## src/sv/bdr_pkg.sv

```systemverilog
// ============================================================================
// bdr_pkg - shared definitions for the binomial divisibility run finder
// Field widths, register indexes, reset values and the small structs passed
// between the front end, the queue and the digit-test back end.
// ============================================================================
package bdr_pkg;

    // Fixed field and port widths
    localparam int FIELD_W     = 32;
    localparam int BASE_W      = 8;
    localparam int CFG_INDEX_W = 8;
    localparam int CFG_DATA_W  = 32;
    localparam int IN_TDATA_W  = 32;
    localparam int OUT_TDATA_W = 64;

    // Defaults for the top-level parameters
    localparam int VALUE_BITS_DEF = 32;
    localparam int FIFO_DEPTH_DEF = 2;

    // Dividend bits retired per cycle by the digit divider
    localparam int DIGIT_STEP = 8;

    // Configuration register indexes
    localparam logic [CFG_INDEX_W-1:0] REG_BASE_P = 8'd0;
    localparam logic [CFG_INDEX_W-1:0] REG_TOP_M  = 8'd1;

    // Base reset value and smallest usable base
    localparam logic [BASE_W-1:0] BASE_P_RESET = 8'd2;
    localparam logic [BASE_W-1:0] MIN_BASE     = 8'd2;

    // Classification of an accepted word
    typedef struct packed {
        logic is_one;
        logic is_top;
    } bdr_class_t;

    // Result of one digit test
    typedef struct packed {
        logic done;
        logic hit;
    } bdr_digit_res_t;

    // Working width of values: the field width, or less if the value width is narrower
    function automatic int eff_width(input int value_bits);
        return (value_bits < FIELD_W) ? value_bits : FIELD_W;
    endfunction

endpackage

```

## src/sv/bdr_fifo.sv

```systemverilog
// ============================================================================
// bdr_fifo - short queue between front end and back end
// Register-based first-in first-out buffer; lets either side stall on its own.
// ============================================================================
module bdr_fifo
    import bdr_pkg::*;
#(
    parameter int WIDTH = 34,
    parameter int DEPTH = FIFO_DEPTH_DEF
) (
    input  logic             aclk,
    input  logic             aresetn,
    input  logic             push,
    input  logic [WIDTH-1:0] push_data,
    output logic             full,
    input  logic             pop,
    output logic [WIDTH-1:0] pop_data,
    output logic             empty
);

    localparam int PTR_W = (DEPTH > 1) ? $clog2(DEPTH) : 1;
    localparam logic [PTR_W-1:0] PTR_LAST = PTR_W'(DEPTH - 1);

    logic [WIDTH-1:0] entry_reg [DEPTH];
    logic [PTR_W-1:0] wr_ptr_reg, wr_ptr_next;
    logic [PTR_W-1:0] rd_ptr_reg, rd_ptr_next;
    logic [PTR_W:0]   count_reg, count_next;

    assign full     = (count_reg == (PTR_W + 1)'(DEPTH));
    assign empty    = (count_reg == '0);
    assign pop_data = entry_reg[rd_ptr_reg];

    // Advance pointers and occupancy
    always_comb begin
        wr_ptr_next = wr_ptr_reg;
        rd_ptr_next = rd_ptr_reg;
        count_next  = count_reg;
        if (push) begin
            wr_ptr_next = (wr_ptr_reg == PTR_LAST) ? '0 : wr_ptr_reg + 1'b1;
        end
        if (pop) begin
            rd_ptr_next = (rd_ptr_reg == PTR_LAST) ? '0 : rd_ptr_reg + 1'b1;
        end
        if (push && !pop) begin
            count_next = count_reg + 1'b1;
        end else if (pop && !push) begin
            count_next = count_reg - 1'b1;
        end
    end

    always_ff @(posedge aclk) begin
        if (!aresetn) begin
            wr_ptr_reg <= '0;
            rd_ptr_reg <= '0;
            count_reg  <= '0;
        end else begin
            wr_ptr_reg <= wr_ptr_next;
            rd_ptr_reg <= rd_ptr_next;
            count_reg  <= count_next;
        end
    end

    // Store the incoming word
    always_ff @(posedge aclk) begin
        if (push) begin
            entry_reg[wr_ptr_reg] <= push_data;
        end
    end

    a_no_overflow: assert property (@(posedge aclk) disable iff (!aresetn)
        push |-> (!full || pop))
        else $error("queue written while full");

    a_no_underflow: assert property (@(posedge aclk) disable iff (!aresetn)
        pop |-> !empty)
        else $error("queue read while empty");

endmodule

```

## src/sv/bdr_front.sv

```systemverilog
// ============================================================================
// bdr_front - input acceptance and classification
// Masks the candidate to the working width, flags the run-clearing value one
// and the closing value top_m, and pushes the word into the queue.
// ============================================================================
module bdr_front
    import bdr_pkg::*;
#(
    parameter int EW = 32
) (
    input  logic                  s_tvalid,
    output logic                  s_tready,
    input  logic [IN_TDATA_W-1:0] s_tdata,     // [31:0] x_value
    input  logic [EW-1:0]         top_m,
    output logic                  push,
    output logic [EW-1:0]         push_x,
    output bdr_class_t            push_class,
    input  logic                  full
);

    // Accept whenever the queue has room
    assign s_tready = !full;
    assign push     = s_tvalid && !full;

    // Mask and classify
    assign push_x            = s_tdata[EW-1:0];
    assign push_class.is_one = (s_tdata[EW-1:0] == EW'(1));
    assign push_class.is_top = (s_tdata[EW-1:0] == top_m);

endmodule

```

## src/sv/bdr_digit.sv

```systemverilog
// ============================================================================
// bdr_digit - iterative base-p digit comparator
// Divides x and m by p in lockstep, DIGIT_STEP dividend bits per cycle, and
// compares the remainders digit by digit, lowest first, stopping early.
// ============================================================================
module bdr_digit
    import bdr_pkg::*;
#(
    parameter int EW = 32
) (
    input  logic              aclk,
    input  logic              aresetn,
    input  logic              start,
    input  logic [BASE_W-1:0] p,
    input  logic [EW-1:0]     a0,
    input  logic [EW-1:0]     b0,
    output bdr_digit_res_t    res
);

    localparam int DW     = ((EW + DIGIT_STEP - 1) / DIGIT_STEP) * DIGIT_STEP;
    localparam int NCHUNK = DW / DIGIT_STEP;
    localparam int CNT_W  = (NCHUNK > 1) ? $clog2(NCHUNK) : 1;
    localparam logic [CNT_W-1:0] CNT_LAST = CNT_W'(NCHUNK - 1);

    localparam logic D_IDLE = 1'b0;
    localparam logic D_DIV  = 1'b1;

    logic              state_reg, state_next;
    logic [DW-1:0]     a_reg, a_next, b_reg, b_next;
    logic [BASE_W-1:0] ra_reg, ra_next, rb_reg, rb_next;
    logic [BASE_W-1:0] p_reg, p_next;
    logic [CNT_W-1:0]  cnt_reg, cnt_next;
    logic              done_reg, done_next, hit_reg, hit_next;
    logic [DW-1:0]     qa, qb;
    logic [BASE_W-1:0] ra_c, rb_c;

    // Long division of one chunk: returns {remainder, shifted dividend/quotient}
    function automatic logic [DW+BASE_W-1:0] div_chunk(
        input logic [DW-1:0]     sh_in,
        input logic [BASE_W-1:0] r_in,
        input logic [BASE_W-1:0] d
    );
        logic [DW-1:0]   sh;
        logic [BASE_W:0] r;
        sh = sh_in;
        r  = {1'b0, r_in};
        for (int i = 0; i < DIGIT_STEP; i++) begin
            r  = {r[BASE_W-1:0], sh[DW-1]};
            sh = {sh[DW-2:0], 1'b0};
            if (r >= {1'b0, d}) begin
                r     = r - {1'b0, d};
                sh[0] = 1'b1;
            end
        end
        return {r[BASE_W-1:0], sh};
    endfunction

    assign {ra_c, qa} = div_chunk(a_reg, ra_reg, p_reg);
    assign {rb_c, qb} = div_chunk(b_reg, rb_reg, p_reg);

    assign res.done = done_reg;
    assign res.hit  = hit_reg;

    // Sequence digit extraction and early exit
    always_comb begin
        state_next = state_reg;
        a_next     = a_reg;
        b_next     = b_reg;
        ra_next    = ra_reg;
        rb_next    = rb_reg;
        p_next     = p_reg;
        cnt_next   = cnt_reg;
        done_next  = 1'b0;
        hit_next   = hit_reg;
        case (state_reg)
            D_IDLE: begin
                if (start) begin
                    if (a0 == '0) begin
                        done_next = 1'b1;
                        hit_next  = 1'b0;
                    end else if (b0 == '0) begin
                        done_next = 1'b1;
                        hit_next  = 1'b1;
                    end else begin
                        a_next     = DW'(a0);
                        b_next     = DW'(b0);
                        ra_next    = '0;
                        rb_next    = '0;
                        p_next     = p;
                        cnt_next   = '0;
                        state_next = D_DIV;
                    end
                end
            end
            D_DIV: begin
                a_next   = qa;
                b_next   = qb;
                ra_next  = ra_c;
                rb_next  = rb_c;
                cnt_next = cnt_reg + 1'b1;
                if (cnt_reg == CNT_LAST) begin
                    cnt_next = '0;
                    ra_next  = '0;
                    rb_next  = '0;
                    if (ra_c > rb_c) begin
                        done_next  = 1'b1;
                        hit_next   = 1'b1;
                        state_next = D_IDLE;
                    end else if (qa == '0) begin
                        done_next  = 1'b1;
                        hit_next   = 1'b0;
                        state_next = D_IDLE;
                    end else if (qb == '0) begin
                        done_next  = 1'b1;
                        hit_next   = 1'b1;
                        state_next = D_IDLE;
                    end
                end
            end
            default: begin
                state_next = D_IDLE;
            end
        endcase
    end

    always_ff @(posedge aclk) begin
        if (!aresetn) begin
            state_reg <= D_IDLE;
            done_reg  <= 1'b0;
        end else begin
            state_reg <= state_next;
            done_reg  <= done_next;
        end
    end

    always_ff @(posedge aclk) begin
        a_reg   <= a_next;
        b_reg   <= b_next;
        ra_reg  <= ra_next;
        rb_reg  <= rb_next;
        p_reg   <= p_next;
        cnt_reg <= cnt_next;
        hit_reg <= hit_next;
    end

    a_start_when_idle: assert property (@(posedge aclk) disable iff (!aresetn)
        start |-> (state_reg == D_IDLE && !done_reg))
        else $error("digit test started while busy");

endmodule

```

## src/sv/bdr_back.sv

```systemverilog
// ============================================================================
// bdr_back - digit test and run tracking
// Takes one classified word at a time from the queue, runs the digit test,
// updates the open run and places finished runs in the output register.
// ============================================================================
module bdr_back
    import bdr_pkg::*;
#(
    parameter int EW = 32
) (
    input  logic                   aclk,
    input  logic                   aresetn,
    input  logic                   empty,
    output logic                   pop,
    input  logic [EW-1:0]          pop_x,
    input  bdr_class_t             pop_class,
    input  logic [BASE_W-1:0]      base_p,
    input  logic [EW-1:0]          top_m,
    output logic                   m_tvalid,
    input  logic                   m_tready,
    output logic [OUT_TDATA_W-1:0] m_tdata    // [31:0] run_first, [63:32] run_last
);

    localparam logic [1:0] B_IDLE = 2'd0;
    localparam logic [1:0] B_TEST = 2'd1;
    localparam logic [1:0] B_FIN  = 2'd2;

    logic [1:0]        state_reg, state_next;
    logic [EW-1:0]     x_reg;
    bdr_class_t        cls_reg;
    logic              hit_reg;
    logic              in_run_reg, in_run_next;
    logic [EW-1:0]     run_begin_reg, run_begin_next;
    logic              m_valid_reg;
    logic [EW-1:0]     m_first_reg, m_last_reg;
    logic [BASE_W-1:0] p_eff;
    bdr_digit_res_t    res;
    logic              fin_go;
    logic              emit;
    logic              in_run_cur;
    logic [EW-1:0]     begin_cur;
    logic [EW-1:0]     out_first, out_last;

    // Bases below two behave as two
    assign p_eff = (base_p < MIN_BASE) ? MIN_BASE : base_p;

    assign pop    = (state_reg == B_IDLE) && !empty;
    assign fin_go = (state_reg == B_FIN) && (!m_valid_reg || m_tready);

    bdr_digit #(
        .EW (EW)
    ) u_digit (
        .aclk    (aclk),
        .aresetn (aresetn),
        .start   (pop),
        .p       (p_eff),
        .a0      (pop_x),
        .b0      (top_m),
        .res     (res)
    );

    // Sequence one word at a time
    always_comb begin
        state_next = state_reg;
        case (state_reg)
            B_IDLE: if (pop) state_next = B_TEST;
            B_TEST: if (res.done) state_next = B_FIN;
            B_FIN:  if (fin_go) state_next = B_IDLE;
            default: state_next = B_IDLE;
        endcase
    end

    // Update the open run; close it on a miss or at top_m
    always_comb begin
        in_run_cur     = cls_reg.is_one ? 1'b0 : in_run_reg;
        begin_cur      = cls_reg.is_one ? '0 : run_begin_reg;
        emit           = 1'b0;
        out_first      = begin_cur;
        out_last       = x_reg - EW'(1);
        in_run_next    = in_run_cur;
        run_begin_next = begin_cur;
        if (hit_reg && !in_run_cur) begin
            in_run_next    = 1'b1;
            run_begin_next = x_reg;
        end else if (!hit_reg && in_run_cur) begin
            emit        = 1'b1;
            in_run_next = 1'b0;
        end
        if (cls_reg.is_top) begin
            if (in_run_next && !emit) begin
                emit      = 1'b1;
                out_first = run_begin_next;
                out_last  = x_reg;
            end
            in_run_next    = 1'b0;
            run_begin_next = '0;
        end
    end

    always_ff @(posedge aclk) begin
        if (!aresetn) begin
            state_reg     <= B_IDLE;
            in_run_reg    <= 1'b0;
            run_begin_reg <= '0;
            m_valid_reg   <= 1'b0;
        end else begin
            state_reg <= state_next;
            if (fin_go) begin
                in_run_reg    <= in_run_next;
                run_begin_reg <= run_begin_next;
            end
            if (fin_go && emit) begin
                m_valid_reg <= 1'b1;
            end else if (m_tready) begin
                m_valid_reg <= 1'b0;
            end
        end
    end

    // Hold the word under test and the finished pair
    always_ff @(posedge aclk) begin
        if (pop) begin
            x_reg   <= pop_x;
            cls_reg <= pop_class;
        end
        if (res.done) begin
            hit_reg <= res.hit;
        end
        if (fin_go && emit) begin
            m_first_reg <= out_first;
            m_last_reg  <= out_last;
        end
    end

    assign m_tvalid = m_valid_reg;
    assign m_tdata  = {FIELD_W'(m_last_reg), FIELD_W'(m_first_reg)};

    a_done_in_test: assert property (@(posedge aclk) disable iff (!aresetn)
        res.done |-> (state_reg == B_TEST))
        else $error("digit result arrived outside the test state");

    a_fin_after_test: assert property (@(posedge aclk) disable iff (!aresetn)
        (state_reg == B_TEST && res.done) |=> (state_reg == B_FIN))
        else $error("test result not taken into the finish state");

endmodule

```

## src/sv/binomial_divisibility_runs_core.sv

```systemverilog
// ============================================================================
// binomial_divisibility_runs_core - runs of x where p divides C(m, x)
// Each candidate x is a hit when some base-p digit of x exceeds the matching
// digit of top_m; maximal runs of hits leave as (run_first, run_last) pairs.
// Each item is tested by the digit divider, which retires eight dividend bits per
// cycle for x and top_m in lockstep and examines base-p digit positions until a
// hit is found or the digits of x run out (at most 32 positions, for base 2). Items
// queue in a short buffer in front of the divider, and a finished pair waits in
// the output register while the next item is tested. x equal to one clears the
// run state; x equal to top_m closes any open run at top_m. The user must write
// configuration only while the block is idle; the block itself does not enforce it.
// ============================================================================
module binomial_divisibility_runs_core
    import bdr_pkg::*;
#(
    parameter int VALUE_BITS = VALUE_BITS_DEF,
    parameter int FIFO_DEPTH = FIFO_DEPTH_DEF
) (
    input  logic                   aclk,
    input  logic                   aresetn,
    input  logic                   s_tvalid,
    output logic                   s_tready,
    input  logic [IN_TDATA_W-1:0]  s_tdata,    // [31:0] x_value
    output logic                   m_tvalid,
    input  logic                   m_tready,
    output logic [OUT_TDATA_W-1:0] m_tdata,    // [31:0] run_first, [63:32] run_last
    input  logic                   cfg_wr_en,
    input  logic [CFG_INDEX_W-1:0] cfg_index,
    input  logic [CFG_DATA_W-1:0]  cfg_wdata
);

    localparam int EW = eff_width(VALUE_BITS);
    localparam int QW = EW + $bits(bdr_class_t);

    logic [BASE_W-1:0] base_p_reg;
    logic [EW-1:0]     top_m_reg;
    logic              push, full, pop, empty;
    logic [EW-1:0]     push_x, pop_x;
    bdr_class_t        push_class, pop_class;
    logic [QW-1:0]     pop_data;

    // Configuration registers
    always_ff @(posedge aclk) begin
        if (!aresetn) begin
            base_p_reg <= BASE_P_RESET;
            top_m_reg  <= EW'(1);
        end else if (cfg_wr_en) begin
            case (cfg_index)
                REG_BASE_P: base_p_reg <= cfg_wdata[BASE_W-1:0];
                REG_TOP_M:  top_m_reg  <= cfg_wdata[EW-1:0];
                default: ;
            endcase
        end
    end

    bdr_front #(
        .EW (EW)
    ) u_front (
        .s_tvalid   (s_tvalid),
        .s_tready   (s_tready),
        .s_tdata    (s_tdata),
        .top_m      (top_m_reg),
        .push       (push),
        .push_x     (push_x),
        .push_class (push_class),
        .full       (full)
    );

    bdr_fifo #(
        .WIDTH (QW),
        .DEPTH (FIFO_DEPTH)
    ) u_fifo (
        .aclk      (aclk),
        .aresetn   (aresetn),
        .push      (push),
        .push_data ({push_class, push_x}),
        .full      (full),
        .pop       (pop),
        .pop_data  (pop_data),
        .empty     (empty)
    );

    assign {pop_class, pop_x} = pop_data;

    bdr_back #(
        .EW (EW)
    ) u_back (
        .aclk      (aclk),
        .aresetn   (aresetn),
        .empty     (empty),
        .pop       (pop),
        .pop_x     (pop_x),
        .pop_class (pop_class),
        .base_p    (base_p_reg),
        .top_m     (top_m_reg),
        .m_tvalid  (m_tvalid),
        .m_tready  (m_tready),
        .m_tdata   (m_tdata)
    );

endmodule

```

## config.mk

```make
export PLATFORM = sky130hd
export DESIGN_NAME = binomial_divisibility_runs_core
export DESIGN_NICKNAME = d
export VERILOG_FILES = /design/src/sv/bdr_pkg.sv /design/src/sv/bdr_fifo.sv /design/src/sv/bdr_front.sv /design/src/sv/bdr_digit.sv /design/src/sv/bdr_back.sv /design/src/sv/binomial_divisibility_runs_core.sv
export SDC_FILE = /design/constraint.sdc
export NUM_CORES = 1
export LEC_CHECK = 0
export BUFFER_PORTS_ARGS = -buffer_cell sky130_fd_sc_hd__buf_2
export CORE_ASPECT_RATIO = 1.2
export CORE_MARGIN = 1
export CORE_UTILIZATION = 46
export CTS_BUF_LIST = sky130_fd_sc_hd__clkbuf_16
export DETAILED_ROUTE_END_ITERATION = 8
export SLEW_MARGIN = 30
export SYNTH_ARGS = -nofsm -noshare
export SYNTH_HDL_FRONTEND = slang
export SYNTH_SLANG_ARGS = --single-unit
export TNS_END_PERCENT = 10
```

## constraint.sdc

```tcl
create_clock -name aclk -period 23.2 [get_ports aclk]
set_input_delay 4.64 -clock aclk [delete_from_list [all_inputs] [get_ports aclk]]
set_output_delay 4.64 -clock aclk [all_outputs]
set_load 0.01 [all_outputs]
```

==> results of run 1 <==
-- per-stage QoR --
| stage | worst slack, ns | utilization | std cells | setup TNS (ns) | area, um2 |
|---|---|---|---|---|---|
| global placement | 2.02 | 0.499 | 2838 | 0 | 23500 |
| global route | -0.0360 | 0.526 | 2911 | -0.0360 | 24800 |
| floorplan | 3.53 | - | 2103 | 0 | 21900 |
| detailed placement | 1.35 | 0.501 | 2841 | 0 | 23600 |
| CTS | 1.27 | 0.524 | 2905 | 0 | 24700 |
| finish | 1.85 | 0.526 | 2911 | 0 | 24800 |
-- what timing repair did --
action / in CTS / in global routing
resized for setup: 0 / 9
hold buffers: 0 / 0
setup buffers: 0 / 5
endpoints found under the setup margin: 0 / 4
-- cell type report --
class	count	area, um2	share of cell area
Multi-Input combinational cell	1605	12000	0.484
Sequential cell	341	9410	0.380
Timing Repair Buffer	195	1170	0.0474
Clock buffer	36	901	0.0364
Tap cell	623	779	0.0315
Inverter	83	312	0.0126
Clock inverter	28	195	0.00789
-- cells by family (layout without fill, tap and decap cells) --
| group | count (synthesis) | after routing | share of synthesized area |
|---|---|---|---|
| xor+xnor | 130 | 130 | 0.0520 |
| simple gates | 689 | 689 | 0.162 |
| mux | 174 | 174 | 0.0893 |
| buf+inv | 157 | 342 | 0.0284 |
| compound gates | 457 | 457 | 0.145 |
| flops | 341 | 341 | 0.429 |
| fa+ha+maj | 155 | 155 | 0.0940 |
-- critical path, delay by kind of cell, from the launching register on --
family	cells	cell delay, ns
buffers and inverters	6	0.91
and+or+nand+nor	19	3.11
muxes	7	2.61
DFF	1	0.36
adders and majority gates	9	2.89
AOI/OAI and AO/OA	49	11.18
-- worst paths after layout --
| path | slack (ns) | startpoint | cells after the start | end |
|---|---|---|---|---|
| hold / removal | 0.43 | u_back.u_digit.hit_reg | 0 | u_back.hit_reg |
| setup reg to reg | 1.85 | u_back.u_digit.p_reg[6] | 90 | u_back.u_digit.hit_reg |
| setup / recovery | 1.85 | u_back.u_digit.p_reg[6] | 90 | u_back.u_digit.hit_reg |
| hold reg to reg | 0.43 | u_back.u_digit.hit_reg | 0 | u_back.hit_reg |
-- layout by cell type, fill, tap and decap left out, types with 16 or more instances in the layout --
cell type | Yosys | layout
buf_4 | 2 | 49
and3_1 | 26 | 26
nor4_1 | 58 | 58
fa_1 | 16 | 16
nand2_1 | 198 | 197
o21ai_0 | 100 | 98
dfxtp_1 | 83 | 81
nor2_1 | 113 | 110
clkbuf_16 | 0 | 36
inv_1 | 82 | 90
edfxtp_1 | 258 | 258
mux2_2 | 117 | 117
nand3_1 | 25 | 25
xnor2_1 | 54 | 54
ha_1 | 139 | 139
a22oi_1 | 34 | 34
buf_2 | 8 | 142
a21oi_1 | 82 | 81
xor2_1 | 76 | 76
o21a_1 | 25 | 25
nor2b_1 | 81 | 81
o211ai_1 | 17 | 17
a21o_1 | 36 | 35
a21boi_0 | 48 | 48
nand4_1 | 27 | 27
mux2i_1 | 45 | 44
nand2b_1 | 63 | 63
nor3_1 | 28 | 28
-- routing by layer --
metal / track usage / part of all wire / vias to the layer above
met1: 0.309 / 0.43 / 8090
met5: 0 / 0.00025 / -
met3: 0.0270 / 0.039 / 133
li1: - / - / 8122
met2: 0.443 / 0.49 / 472
met4: 0.102 / 0.039 / 2
==> summary.md, run 1 <==
| Metric | Value |
|---|---|
| Synth Cell Area | around 0.022 mm2 |
| Clock slew seen by the registers of the worst setup and hold paths | around 0.060 ns |
| Post-Route WL | 60800 um |
| Crit end category | register |
| Max reg flops | 68 |
| Hold Slack | 0.428 ns |
| First DRT Iteration DRCs | around 1100 |
| Die H | ~240 um |
| Initial Util | 0.466 |
| Area contributors post-synth | edfxtp_1 (35%), ha_1 (7.9%), dfxtp_1 (7.6%) |
| Share of the yosys chip area belonging to registers | 0.429 |
| Wire length of the first global-routing pass | about 94000 um |
| Pre-antenna DRT Iters | 5 |
| N_diodes | 0 |
| CTS tree | built |
| CP required | ~23 ns |
| Hold Vio Cnt, Final | 0 |
| Antenna Violating Nets Remaining | 0 |
| CP arrival | around 22 ns |
| Synthesized flop and latch total | about 340 |
| F_max | about 47 MHz |
| Grt total ovfl | 0 |
| Crit-path max FO | 16 |
| DP HPWL | approximately 46000 um |
| Synth Area per Inst | 10.4 um2 |
| Count leader, synth | edfxtp_1 |
| Final net count | 2493 |
| Worst setup path class | register to register |
| Yosys cell types | 88 |
| H-tree depth | 2 |
| Crit-path slowest cell | o41a_1 |
| Cell Rows | a little under 90 |
| Minimum clock period | 21.35 ns |
| Pin count of the biggest net entering global routing | 66 |
| Cts bufs inserted | 35 |
| IO Pins | approximately 140 |
| Syn_nets | between 2000 and 2500 |
| Top_reg_cell synth | edfxtp_1 |
| Clk buf depth | 3 |
| P&R area growth vs syn | 13.0% |
| Vias in the first global route | around 17000 |
| Status | complete, no violations |
| Vias after detailed routing | approximately 17000 |
| Fill count | about 4300 |
| # DRC | 0 |
| Asr flop ratio synth | 0 |
| Worst-margin pin slew | 0.980 ns |
| Hold Crit Class | register to register |
| Gpl congestion | between 0.9 and 1 |
| Worst Clk Skew | ~0.013 ns |
| Max-Cap Viols | 0 |
| Post-synth top cells | edfxtp_1 (258), nand2_1 (198), ha_1 (139) |
| Yosys warning count | 0 |
| Most common cell on crit path | o21ai_0 |
| Relative slew slack | 0.345 |
| Slew Limit Fails | 0 |
| Port Buf Inserts | approximately 140 |
| Root Buffer | clkbuf_16 |
| Post-synth top area share | 0.354 |
| Slowest stage delay, CP | around 0.46 ns |
| Core footprint | between 0.04 and 0.05 mm2 |
| Gr usage total | 0.249 |
| Clock latency on the worst-skew pair | around 0.53 ns |
| Die area | ~0.049 mm2 |
| Yosys top cell by area | edfxtp_1 |
| Clock sink count | roughly 340 |
| Share of cells above drive strength 1 | 0.183 |
| Setup Viol. Count Final | 0 |
| Critical path launch point type | register |
| WL/cell | around 21 um |
| Fin crit share | 0.920 |
| Syn Inst Count | around 2100 |
| Initial antenna violation count | 1 |
| DR vias/cell | 5.78 |
| Die Wd | 201 um |
| EDFF count, synth | 258 |
Power of run 1 is not shown: default switching activity piles up to over one toggle a cycle in this logic, so the estimate is an artifact.
==> run 2, diff against run 1 <==
GPL_ROUTABILITY_DRIVEN = 1   (was unset)
SYNTH_HIERARCHICAL = 1   (was unset)
clock period = 22.3 ns   (was 23.2 ns; I/O delays follow)
==> summary.md, run 2 <==
| Metric | Value |
|---|---|
| Status | complete, no violations (unchanged) |
| Clock slew seen by the registers of the worst setup and hold paths | 0.06 ns (about the same) |
| CP required | 22.58 ns (was 23.48 ns) |
| WL/cell | 20.8 um (was 20.9 um) |
| Met2 global-route usage | 0.416 (was 0.443) |
| Utilization after layout | 0.517 (was 0.526) |
| Worst setup path class | register to register (unchanged) |
| Yosys cell types | 109 (was 88) |
| EDFF count, synth | 258 (unchanged) |
| Root Buffer | clkbuf_16 (unchanged) |
| Clk buf depth | 3 (unchanged) |
| Area contributors post-synth | edfxtp_1 (35%), ha_1 (7.8%), dfxtp_1 (7.4%) (was edfxtp_1 (35%), ha_1 (7.9%), dfxtp_1 (7.6%)) |
| Hold Vio Cnt, Final | 0 (unchanged) |
| Share of cells above drive strength 1 | 0.186 (was 0.183) |
| Syn_nets | 2371 (was 2335) |
| Cts bufs inserted | 37 (was 35) |
| Fin crit share | 0.916 (was 0.920) |
| Commonest non-fill, non-tap cell in the layout | edfxtp_1 (unchanged) |
| H-tree depth | 2 (unchanged) |
| P&R area growth vs syn | 11.0% (was 13.0%) |
| First DRT Iteration DRCs | 1021 (was 1138) |
| Syn Inst Count | 2139 (was 2103) |
| Placed insts | 2838 (was 2841) |
| Final std cells w/o fill | 2913 (was 2911) |
| Max-Cap Viols | 0 (unchanged) |
| Clock latency on the worst-skew pair | 0.53 ns (about the same) |
| Antenna Violating Nets Remaining | 0 (unchanged) |
| IO Pins | 143 (unchanged) |
| Crit end category | register (unchanged) |
| Final net count | 2486 (was 2493) |
| Met3 Track Usage GR | 0.0272 (was 0.0270) |
| Die Wd | 204 um (was 201 um) |
| CTS tree | built (unchanged) |
| TNS Setup | 0 ns (unchanged) |
| R2R setup slack | 1.88 ns (was 1.85 ns) |
| Yosys warning count | 6 (was 0) |
| Gpl congestion | 0.980 (was 0.937) |
| Cell area after layout | 0.0249 mm2 (was 0.0248 mm2) |
| DP HPWL | 45700 um (about the same) |
| Die area | 0.0496 mm2 (was 0.0485 mm2) |
| Cell Rows | 88 (was 87) |
| R2R depth | 90 (unchanged) |
| Vias after detailed routing | 17000 (was 16800) |
| Hold path cells | 0 (unchanged) |
| Crit-path slowest cell | a32oi_2 (was o41a_1) |
| Port Buf Inserts | 142 (unchanged) |
| Pin count of the biggest net entering global routing | 81 (was 66) |
| Unrepaired setup endpoints after global routing | no |
| Hold Crit Class | register to register (unchanged) |
| Area after DPL | 0.0236 mm2 (about the same) |
| # DRC | 0 (unchanged) |
| Fill count | 4240 (was 4298) |
| Vias in the first global route | 16600 (was 16500) |
| Most common cell on crit path | o21ai_0 (unchanged) |
| Count leader, synth | edfxtp_1 (unchanged) |
| Pre-antenna DRT Iters | 5 (unchanged) |
| Routing usage on met1 | 0.311 (was 0.309) |
| CP arrival | 20.70 ns (was 21.63 ns) |
| Post-Route WL | 60500 um (was 60800 um) |
| Setup Viol. Count Final | 0 (unchanged) |
| R2R Path End | u_back/u_digit/hit_reg (was u_back.u_digit.hit_reg) |
| Worst Clk Skew | 0.0215 ns (was 0.0130 ns) |
| Grt total ovfl | 0 (unchanged) |
| Max reg flops | 68 (unchanged) |
| DR vias/cell | 5.82 (was 5.78) |
| Synth Area per Inst | 10.5 um2 (was 10.4 um2) |
| Post-synth top area share | 0.345 (was 0.354) |
| Die H | 244 um (was 241 um) |
| Initial antenna violation count | 0 (was 1) |
| Hold Buf Count CTS | 0 (unchanged) |
| N_diodes | 0 (unchanged) |
| Worst-margin pin slew | 0.916 ns (was 0.980 ns) |
| Initial Util | 0.466 (about the same) |
| Synthesized flop and latch total | 341 (unchanged) |
| R2r startpoint | u_back/u_digit/p_reg[4] (was u_back.u_digit.p_reg[6]) |
| Crit-path max FO | 12 (was 16) |
| Slowest stage delay, CP | 0.55 ns (was 0.46 ns) |
| Wire length of the first global-routing pass | 93600 um (was 93900 um) |
| Synth Cell Area | 0.0224 mm2 (was 0.0219 mm2) |
| Minimum clock period | 20.42 ns (was 21.35 ns) |
| Core footprint | 0.0481 mm2 (was 0.0470 mm2) |
| Layer carrying the most global-route usage | met2 (unchanged) |
| Yosys top cell by area | edfxtp_1 (unchanged) |
| Most frequent cells in the layout | edfxtp_1 (258), nand2_1 (183), buf_2 (141) (was edfxtp_1 (258), nand2_1 (197), buf_2 (142)) |
| Gr usage total | 0.242 (was 0.249) |
| Hold Path Sink | u_back/hit_reg (was u_back.hit_reg) |
| Post-synth top cells | edfxtp_1 (258), nand2_1 (183), ha_1 (139) (was edfxtp_1 (258), nand2_1 (198), ha_1 (139)) |
| F_max | 49.0 MHz (was 46.8 MHz) |
| Asr flop ratio synth | 0 (unchanged) |
| Slew Limit Fails | 0 (unchanged) |
| Critical path launch point type | register (unchanged) |
| Top_reg_cell synth | edfxtp_1 (unchanged) |
| Share of the yosys chip area belonging to registers | 0.420 (was 0.429) |
| Relative slew slack | 0.388 (was 0.345) |
| Clock sink count | 341 (unchanged) |
| Hold_sp | u_back/u_digit/hit_reg (was u_back.u_digit.hit_reg) |
==> run 2: cell count changes in the layout (fill, tap and decap cells not counted), moves of 8 or more <==
cell	before	now
buf_4	49	34
nor2_1	110	102
o21ai_0	98	108
mux2_4	11	3
xnor2_1	54	45
nand3_1	25	37
inv_1	90	100
mux2i_1	44	64
xor2_1	76	88
a21boi_0	48	5
nand2_1	197	183
and3_1	26	15
==> run 2: area by class of cell <==
type / instances / area [um2] / share of cell area
multi-input cells: 1606 / 12100 / 0.488
flip-flops and latches: 341 / 9410 / 0.378
clock buffers: 41 / 1030 / 0.0412
clock inverters: 27 / 149 / 0.00598
repair buffers: 178 / 1010 / 0.0406
inverters: 90 / 355 / 0.0143
well taps: 630 / 788 / 0.0317
==> run 2: repair_timing <==
action | 4_1_cts | 5_1_grt
endpoints found under the setup margin | 0 | 13
buffers inserted | 0 | 7
resized for setup | 0 | 17
==> run 2: how the worst max path moves through the flow <==
stage / from / slack (ns) / endpoint
2_1_floorplan: u_back/u_digit/p_reg[1] / 3.27 / u_back/u_digit/hit_reg
3_3_place_gp: u_back/u_digit/p_reg[6] / 1.35 / u_back/u_digit/hit_reg
3_5_place_dp: u_back/u_digit/p_reg[6] / 0.55 / u_back/u_digit/hit_reg
4_1_cts: u_back/u_digit/p_reg[6] / 0.51 / u_back/u_digit/hit_reg
5_1_grt: u_back/u_digit/p_reg[6] / 0.04 / u_back/u_digit/hit_reg
6_report: u_back/u_digit/p_reg[4] / 1.88 / u_back/u_digit/hit_reg
==> run 2: routing by layer <==
layer	part of all wire	routed length, um	vias to the layer above
met3	0.042	2550	105
met4	0.038	2320	0
met2	0.49	29600	475
met1	0.43	26000	8206
met5	0	0	-
li1	-	-	8165
==> run 2: logic make-up after synthesis <==
logic type	count (synthesis)	synth area share
simple gates	688	0.165
flops	341	0.420
xor+xnor	133	0.0519
mux	191	0.0928
buf+inv	192	0.0430
fa+ha+maj	155	0.0918
compound gates	439	0.136
==> run 2: worst max-delay path, delay by kind of cell, from the launching register on <==
kind,cells,cell delay (ns)
and+or+nand+nor,20,2.94
muxes,6,2.29
buffers and inverters,5,0.63
AOI/OAI and AO/OA,50,11.16
adders and majority gates,9,2.74
DFF,1,0.38
==> run 2: stage by stage <==
stage                     hold WS (ns)  setup WS [ns]
after floorplan                  0.435           3.27
after global placement           0.420           1.35
after detailed placement         0.423          0.546
after CTS                        0.436          0.505
after global routing             0.447         0.0431
final                            0.437           1.88
Power of run 2 is left out for the same reason.
==> run 3, diff against run 2 <==
SYNTH_HIERARCHICAL = unset   (was 1)
TNS_END_PERCENT = 20   (was 10)
==> summary.md, run 3 (synthesis gave the netlist of run 1 again) <==
| Metric | Value |
|---|---|
| Port Buf Inserts | 142 (unchanged) |
| # DRC | 0 (unchanged) |
| First DRT Iteration DRCs | 996 (was 1021) |
| Crit-path max FO | 15 (was 12) |
| Commonest non-fill, non-tap cell in the layout | edfxtp_1 (unchanged) |
| Grt total ovfl | 0 (unchanged) |
| Setup Viol. Count Final | 0 (unchanged) |
| R2r startpoint | u_back.u_digit.p_reg[4] (was u_back/u_digit/p_reg[4]) |
| Vias after detailed routing | 16700 (was 17000) |
| R2R depth | 87 (was 90) |
| Worst-margin pin slew | 1.03 ns (was 0.916 ns) |
| Antenna Violating Nets Remaining | 0 (unchanged) |
| Clock sink count | 341 (unchanged) |
| Pre-antenna DRT Iters | 5 (unchanged) |
| Relative slew slack | 0.310 (was 0.388) |
| Slew Limit Fails | 0 (unchanged) |
| Die H | 241 um (was 244 um) |
| Max-Cap Viols | 0 (unchanged) |
| H-tree depth | 2 (unchanged) |
| Die Wd | 201 um (was 204 um) |
| Most common cell on crit path | o21ai_0 (unchanged) |
| Crit-path slowest cell | o41a_1 (was a32oi_2) |
| CP arrival | 20.96 ns (was 20.70 ns) |
| Hold Vio Cnt, Final | 0 (unchanged) |
| Initial Util | 0.466 (about the same) |
| N_diodes | 0 (unchanged) |
| Cts bufs inserted | 36 (was 37) |
| Share of cells above drive strength 1 | 0.186 (about the same) |
| Crit end category | register (unchanged) |
| Fin crit share | 0.927 (was 0.916) |
| Cell Rows | 87 (was 88) |
| Final net count | 2498 (was 2486) |
| Worst setup endpoint | u_back.u_digit.hit_reg (was u_back/u_digit/hit_reg) |
| Gpl congestion | 0.912 (was 0.980) |
| Worst Clk Skew | 0.0229 ns (was 0.0215 ns) |
| Hold Crit Class | register to register (unchanged) |
| Root Buffer | clkbuf_16 (unchanged) |
| R2R setup slack | 1.64 ns (was 1.88 ns) |
| Clock latency on the worst-skew pair | 0.53 ns (about the same) |
| DR vias/cell | 5.73 (was 5.82) |
| Die area | 0.0485 mm2 (was 0.0496 mm2) |
| Worst setup path class | register to register (unchanged) |
| Most frequent cells in the layout | edfxtp_1 (258), nand2_1 (197), buf_2 (142) (was edfxtp_1 (258), nand2_1 (183), buf_2 (141)) |
| CP required | 22.59 ns (was 22.58 ns) |
| P&R area growth vs syn | 13.3% (was 11.0%) |
| Fill count | 4234 (was 4240) |
| Wire length of the first global-routing pass | 93800 um (was 93600 um) |
| Max reg flops | 68 (unchanged) |
| Vias in the first global route | 16300 (was 16600) |
| CTS tree | built (unchanged) |
| DP HPWL | 45600 um (was 45700 um) |
| Minimum clock period | 20.66 ns (was 20.42 ns) |
| Core footprint | 0.0470 mm2 (was 0.0481 mm2) |
| Gr usage total | 0.249 (was 0.242) |
| Hold Buf Count CTS | 0 (unchanged) |
| F_max | 48.4 MHz (was 49.0 MHz) |
| Clk buf depth | 3 (unchanged) |
| Post-Route WL | 60800 um (was 60500 um) |
| Worst setup startpoint | u_back.u_digit.p_reg[4] (was u_back/u_digit/p_reg[4]) |
| Initial antenna violation count | 0 (unchanged) |
| Area after DPL | 0.0236 mm2 (about the same) |
| R2R Path End | u_back.u_digit.hit_reg (was u_back/u_digit/hit_reg) |
| IO Pins | 143 (unchanged) |
| WL/cell | 20.8 um (about the same) |
| Status | complete, no violations (unchanged) |
| Slowest stage delay, CP | 0.47 ns (was 0.55 ns) |
| Cell area after layout | 0.0248 mm2 (was 0.0249 mm2) |
| Clock slew seen by the registers of the worst setup and hold paths | 0.07 ns (was 0.06 ns) |
| Critical path launch point type | register (unchanged) |
| Pin count of the biggest net entering global routing | 84 (was 81) |
## run 3: worst max-delay path, delay by kind of cell (launching register included)
family / cells / cell delay [ns]
compound gates: 48 / 11.05
buf+inv: 4 / 0.67
simple gates: 19 / 3.20
fa+ha+maj: 9 / 2.88
mux: 7 / 2.25
flops: 1 / 0.37
## run 3: repair_timing
| item | CTS | global route |
|---|---|---|
| setup buffers | 0 | 1 |
| resized for setup | 0 | 17 |
| endpoints found under the setup margin | 0 | 4 |
| endpoints found under the hold margin | 0 | 0 |
## run 3: worst min path at each step
| stage | start | to | depth (start not counted) |
|---|---|---|---|
| 3_3_place_gp | u_back.u_digit.hit_reg | u_back.hit_reg | 0 |
| 2_1_floorplan | u_back.u_digit.hit_reg | u_back.hit_reg | 0 |
| 6_report | base_p_reg[4] | u_back.u_digit.p_reg[4] | 0 |
| 3_5_place_dp | u_back.u_digit.hit_reg | u_back.hit_reg | 0 |
| 5_1_grt | u_back.u_digit.hit_reg | u_back.hit_reg | 0 |
| 4_1_cts | u_back.u_digit.hit_reg | u_back.hit_reg | 0 |
## run 3: per-layer routing
metal  vias to the layer above  track usage  part of all wire
li1                       8144            -                 -
met1                      8062        0.314              0.44
met2                       415        0.439              0.49
met3                       107       0.0250             0.032
met4                         0       0.0980             0.036
met5                         -            0                 0
## run 3: final cells by class
class | instances | area (um2) | area share
inverters | 83 | 315 | 0.0127
flip-flops and latches | 341 | 9410 | 0.379
clock inverters | 28 | 184 | 0.00741
multi-input cells | 1605 | 12000 | 0.483
well taps | 623 | 779 | 0.0314
repair buffers | 199 | 1180 | 0.0475
clock buffers | 38 | 951 | 0.0383
## run 3: through the flow
step	worst slack (ns)	hold slack (ns)	instances	setup TNS, ns	util
after floorplan	2.63	0.400	2103	0	-
after global placement	1.40	0.422	2846	0	0.501
after detailed placement	0.911	0.430	2848	0	0.502
after CTS	0.814	0.457	2914	0	0.526
after global routing	-0.0315	0.485	2917	-0.0315	0.528
final	1.64	0.468	2917	0	0.528
Power of run 3 is left out for the same reason.
